--- src/sqrot_pkg.sv ---
`default_nettype none
// ----------------------------------------------------------------------------
// sqrot_pkg
// Shared types and constants of the square matrix quarter-turn rotator:
// channel payloads, register map, action and turn codes, and the command
// bundle from the controller to the datapath.
// ----------------------------------------------------------------------------
package sqrot_pkg;

   // data and register widths
   localparam int DATA_W       = 32;
   localparam int MAX_SIDE_DEF = 16;
   localparam int TURNS_W      = 2;
   localparam int SIZE_W       = 5;
   localparam int CSR_ADDR_W   = 3;
   localparam int CSR_DATA_W   = 32;

   localparam logic [SIZE_W-1:0]  SIZE_RESET  = 5'd16;
   localparam logic [TURNS_W-1:0] TURNS_RESET = 2'd0;

   // request actions
   localparam logic ACT_LOAD = 1'b0;
   localparam logic ACT_EMIT = 1'b1;

   // register indexes (paddr[2])
   localparam logic REG_TURNS = 1'b0;
   localparam logic REG_SIZE  = 1'b1;

   // clockwise quarter turns
   localparam logic [TURNS_W-1:0] TURN_0 = 2'd0;
   localparam logic [TURNS_W-1:0] TURN_1 = 2'd1;
   localparam logic [TURNS_W-1:0] TURN_2 = 2'd2;
   localparam logic [TURNS_W-1:0] TURN_3 = 2'd3;

   typedef struct packed {
      logic                     action;
      logic signed [DATA_W-1:0] element_in;
   } sqrot_req_type;

   typedef struct packed {
      logic signed [DATA_W-1:0] element_out;
      logic                     last;
   } sqrot_rsp_type;

   // controller -> datapath commands
   typedef struct packed {
      logic clear_we;    // write zero at the sweep address
      logic div_init;    // load the position dividers
      logic div_step;    // one quotient bit per lane
      logic div_finish;  // take row and column from the dividers
      logic run;         // requests may be accepted
   } sqrot_cmd_type;

endpackage
`default_nettype wire

--- src/sqrot_ctrl.sv ---
`default_nettype none
// ----------------------------------------------------------------------------
// sqrot_ctrl
// Sequencer of the rotator: clearing sweep after reset, normal running, and
// the position re-derivation pass that follows a write of the side length.
// ----------------------------------------------------------------------------
module sqrot_ctrl
   import sqrot_pkg::*;
#(
   parameter int MAX_SIDE = MAX_SIDE_DEF
) (
   input  wire logic                                       clock,
   input  wire logic                                       reset,
   input  wire logic                                       size_wr,
   output sqrot_cmd_type                                   cmd,
   output logic [$clog2(MAX_SIDE*MAX_SIDE)-1:0]            clr_addr
);

   localparam int DEPTH = MAX_SIDE * MAX_SIDE;
   localparam int CNT_W = $clog2(DEPTH);

   localparam logic [CNT_W-1:0] CLR_LAST = CNT_W'(DEPTH - 1);
   localparam logic [CNT_W-1:0] DIV_LAST = CNT_W'(CNT_W + 1);

   typedef enum logic [2:0] {
      ST_CLEAR = 3'b001,
      ST_RUN   = 3'b010,
      ST_DIV   = 3'b100
   } sqrot_state_type;

   sqrot_state_type  state_ff, state_in;
   logic [CNT_W-1:0] cnt_ff, cnt_in;

   // next state
   always_comb begin
      state_in = state_ff;
      cnt_in   = cnt_ff;
      unique case (state_ff)
         ST_CLEAR: begin
            if (cnt_ff == CLR_LAST) begin
               state_in = ST_RUN;
               cnt_in   = '0;
            end else begin
               cnt_in = cnt_ff + CNT_W'(1);
            end
         end
         ST_RUN: begin
            if (size_wr) begin
               state_in = ST_DIV;
               cnt_in   = '0;
            end
         end
         ST_DIV: begin
            // a new side length restarts the pass
            if (size_wr) begin
               cnt_in = '0;
            end else if (cnt_ff == DIV_LAST) begin
               state_in = ST_RUN;
               cnt_in   = '0;
            end else begin
               cnt_in = cnt_ff + CNT_W'(1);
            end
         end
         default: begin
            state_in = ST_CLEAR;
            cnt_in   = '0;
         end
      endcase
   end

   always_ff @(posedge clock) begin
      if (reset) begin
         state_ff <= ST_CLEAR;
         cnt_ff   <= '0;
      end else begin
         state_ff <= state_in;
         cnt_ff   <= cnt_in;
      end
   end

   // commands
   always_comb begin
      cmd.clear_we   = (state_ff == ST_CLEAR);
      cmd.run        = (state_ff == ST_RUN);
      cmd.div_init   = (state_ff == ST_DIV) && (cnt_ff == '0);
      cmd.div_finish = (state_ff == ST_DIV) && (cnt_ff == DIV_LAST);
      cmd.div_step   = (state_ff == ST_DIV) && (cnt_ff != '0) && (cnt_ff != DIV_LAST);
   end

   assign clr_addr = cnt_ff;

endmodule
`default_nettype wire

--- config.mk ---
export PLATFORM = sky130hd
export DESIGN_NAME = sqrot_ctrl
export DESIGN_NICKNAME = d
export VERILOG_FILES = /design/src/sqrot_pkg.sv /design/src/sqrot_ctrl.sv
export SDC_FILE = /design/constraint.sdc
export NUM_CORES = 1
export LEC_CHECK = 0
export ABC_AREA = 0
export BUFFER_PORTS_ARGS = -buffer_cell sky130_fd_sc_hd__buf_4
export CAP_MARGIN = 15
export CORE_MARGIN = 1
export CORE_UTILIZATION = 28
export DETAILED_ROUTE_END_ITERATION = 8
export GPL_TIMING_DRIVEN = 1
export PLACE_DENSITY = 0.58
export SLEW_MARGIN = 10
export SYNTH_ARGS = -nofsm -noshare
export SYNTH_HDL_FRONTEND = slang
export SYNTH_SLANG_ARGS = --single-unit
--- constraint.sdc ---
create_clock -name clock -period 1.9 [get_ports clock]
set_clock_uncertainty 0.15 [all_clocks]
set_input_delay 0.57 -clock clock [delete_from_list [all_inputs] [get_ports clock]]
set_output_delay 0.57 -clock clock [all_outputs]
set_load 0.05 [all_outputs]
==> impl_metrics.json <==
{
  "buffer_ports.inserted": 15,
  "cpMaxStageDelayCell": "sky130_fd_sc_hd__dfxtp_4",
  "synth_edf_count": 0,
  "maxCapViolations": 0,
  "cts.hold.buffers_added": 0,
  "synth_commonest_cells": "11 x sky130_fd_sc_hd__dfxtp_1, 8 x sky130_fd_sc_hd__nand2_1, 7 x sky130_fd_sc_hd__a21oi_1",
  "yosysUniqueCellTypes": 38,
  "clock_path_buffers": 2,
  "critical_path_end_type": "primary output",
  "drt_drc_violations_left": 0,
  "post_synth_instance_area_um2": 717,
  "cts_inserted_buffers": 3,
  "syn-num-nets": 92,
  "rows": 17,
  "cellPowerDensity_nw_per_um2": 477,
  "worst_setup_path_start_kind": "register",
  "htree_levels": 1,
  "delay_of_the_slowest_cell_on_the_worst_path_ns": 0.35,
  "synth.yosys.warnings": 0,
  "timing.critical_path.arrival_ns": 1.35,
  "post-route-period-util_pct": 109,
  "die_x_um": 52.6,
  "synthToLayoutAreaGrowth_pct": 66.0,
  "floorplan.io_pins": 16,
  "worst-endpoint-required_ns": 1.18,
  "fin_ws_ns": -0.174,
  "cpLargestDelayFamily": "simple AND/OR/NAND/NOR gates",
  "postSynthRegisterBits": 11,
  "first_global_vias": 725,
  "critical_path_peak_fanout": 3,
  "detailedPlacementHpwl_um": 1380,
  "ant_nets": 0,
  "worst_path_most_repeated_cell": "sky130_fd_sc_hd__nor3_4",
  "finish.utilization_pct": 51.3,
  "setup-tns-final_ns": -0.509,
  "drv_slew": 0,
  "hold_fails_final_rpt": 0,
  "clock_tree.root_cell": "sky130_fd_sc_hd__clkbuf_4",
  "timing.slew.headroom_pct": 75.0,
  "setup_viol": 4,
  "clock_power_share_pct": 28.4,
  "route.detailed.vias_per_inst": 5.19,
  "total_switching_power_uw": 187,
  "route.vias.total": 773,
  "outcome": "complete, but fails checks",
  "synth.most_common_cell": "sky130_fd_sc_hd__dfxtp_1",
  "place.gp.congestion": 0.793,
  "internal-power_uw": 380,
  "worstPathCellList": "nor3_4 > nand2_2 > nor3_4 > buf_6",
  "hold_ws_ns": 0.365,
  "fin_nets": 128,
  "synth-async-reset-ratio_pct": 0,
  "clock_sink_count": 11,
  "grt_overflow": 0,
  "design.core.area_um2": 2320,
  "dr.first_iter.drc_count": 11,
  "worstHoldPathCells": 2,
  "filler_cell_count": 216,
  "preCtsSetupSlack_ns": -0.0403,
  "timing_worst_slew_pin_value_ns": 0.372,
  "area_enclosed_by_the_die_boundary_um2": 2770,
  "wl_per_cell_um": 13.7,
  "grt_first_pass_wirelength_um": 3280,
  "worstSkewPairLatency_ns": 0.27,
  "period_minus_slack_ns": 2.07,
  "grt_antenna_before_repair": 0,
  "comb_power_share_pct": 28.0,
  "worstRegToRegCells": 8,
  "placement.cell_area_um2": 1010,
  "grt_usage_pct": 16.2,
  "synth_seq_area_share_pct": 30.7,
  "timing.hold.worst.class": "in2reg",
  "seqPwrFrac_pct": 43.6,
  "netSwitchingFraction_pct": 33.0,
  "violations_in_the_final_reports": "negative setup slack",
  "synth.area.top_cells": "sky130_fd_sc_hd__dfxtp_1 31%, sky130_fd_sc_hd__ha_1 5.2%, sky130_fd_sc_hd__a21oi_1 4.9%",
  "start_util_pct": 30.9,
  "antenna-diode-count": 0,
  "dieHeight_um": 52.6,
  "drt_first_pass_iters": 4,
  "type_of_the_worst_setup_path": "reg2out",
  "finalWirelength_um": 2040,
  "maxClockFrequency_mhz": 482,
  "multi_input_area_um2": 563,
  "grt_start_max_net_pins": 12,
  "vdd_drop_max_v": 0.000287,
  "p_leak_nw": 0.471,
  "syn_area_per_cell_um2": 8.34,
  "postSynth.topFlopCell": "sky130_fd_sc_hd__dfxtp_1",
  "stdcell_area_um2": 1190,
  "post_synth_inst_count": 86,
  "sequential_cell_area_um2": 254,
  "grt_setup_unrepaired": "true",
  "drive_above_1_share_pct": 58.7,
  "netlist.top_cell.by_area": "sky130_fd_sc_hd__dfxtp_1",
  "tritoncts": "built",
  "synth.top_cell.area_share_pct": 30.7,
  "path_buf_inv": 1,
  "clkTransAtPathRegs_ns": 0.08,
  "critical_path_cell_count": 4
}
==> power groups by stage <==
| stage | Sequential, mW | Combinational (mW) | Clock (mW) |
|---|---|---|---|
| finish | 0.247 | 0.159 | 0.161 |
| global route | 0.249 | 0.173 | 0.180 |
| CTS | 0.247 | 0.150 | 0.170 |
| detailed placement | 0.256 | 0.135 | 0 |
| global placement | 0.255 | 0.134 | 0 |
| floorplan | 0.280 | 0.0664 | 0 |
==> cells by family after synthesis <==
group	synth area share (%)
and+or+nand+nor	36.1
AOI/OAI and AO/OA	19.9
DFF	30.7
buffers and inverters	4.36
xor gates and xnor gates	3.67
adders and majority gates	5.24
==> state kept, by name, summed over array words and instances (netlist names) <==
signal,count
clr_addr,8
state_ff,3
==> routing by layer <==
metal,global-route usage (%),part of all wire [%],up-vias
met3,1.74,2.2,2
met4,7.02,0.73,0
met1,21.7,48,367
met5,0,0,-
met2,25.9,49,16
li1,-,-,388
==> cell usage in the layout, fill, tap and decap left out, types with 3 or more instances in the layout <==
cell / n
sky130_fd_sc_hd__nor3_1: 4
sky130_fd_sc_hd__a21oi_1: 6
sky130_fd_sc_hd__clkbuf_4: 3
sky130_fd_sc_hd__nand2_1: 7
sky130_fd_sc_hd__buf_4: 26
sky130_fd_sc_hd__nor2_1: 3
sky130_fd_sc_hd__buf_6: 6
sky130_fd_sc_hd__dfxtp_2: 3
sky130_fd_sc_hd__dfxtp_4: 8
sky130_fd_sc_hd__o22ai_1: 3
==> worst register-to-register path, cell delays in order, from the launching register on <==
cell and delay (ns):
sky130_fd_sc_hd__dfxtp_4 0.35, sky130_fd_sc_hd__inv_4 0.06, sky130_fd_sc_hd__ha_4 0.12, sky130_fd_sc_hd__and2_4 0.14, sky130_fd_sc_hd__buf_4 0.09, sky130_fd_sc_hd__buf_4 0.11, sky130_fd_sc_hd__a31oi_4 0.12, sky130_fd_sc_hd__o31ai_1 0.40
sky130_fd_sc_hd__nor2_1 0.09
==> area by class of cell <==
type                    instances  share of cell area [%]
multi-input cells              68                    47.3
repair buffers                 34                    24.6
flip-flops and latches         11                    21.3
well taps                      28                    2.94
clock buffers                   3                    1.89
inverters                       4                    1.47
clock inverters                 1                   0.421
==> timing repair <==
| action | 4_1_cts | 5_1_grt |
|---|---|---|
| setup buffers | 5 | 3 |
| pin swaps | 6 | 2 |
| gates resized for setup | 17 | 8 |
| setup endpoints to repair | 5 | 10 |
==> worst paths after layout <==
kind | startpoint | to | slack (ns)
setup reg to reg | clr_addr[1]$_SDFFE_PP0P_ | clr_addr[6]$_SDFFE_PP0P_ | 0.15
setup / recovery | clr_addr[4]$_SDFFE_PP0P_ | cmd[3] | -0.17
hold / removal | reset | clr_addr[0]$_SDFFE_PP0P_ | 0.37
hold reg to reg | clr_addr[7]$_SDFFE_PP0P_ | clr_addr[7]$_SDFFE_PP0P_ | 0.37
==> per-stage QoR <==
step	instances	power [mW]
after global placement	137	0.390
after floorplan	86	0.347
final	149	0.568
after detailed placement	137	0.391
after global routing	149	0.602
after CTS	146	0.567
No activity file was read; power rests on OpenSTA's default activity.
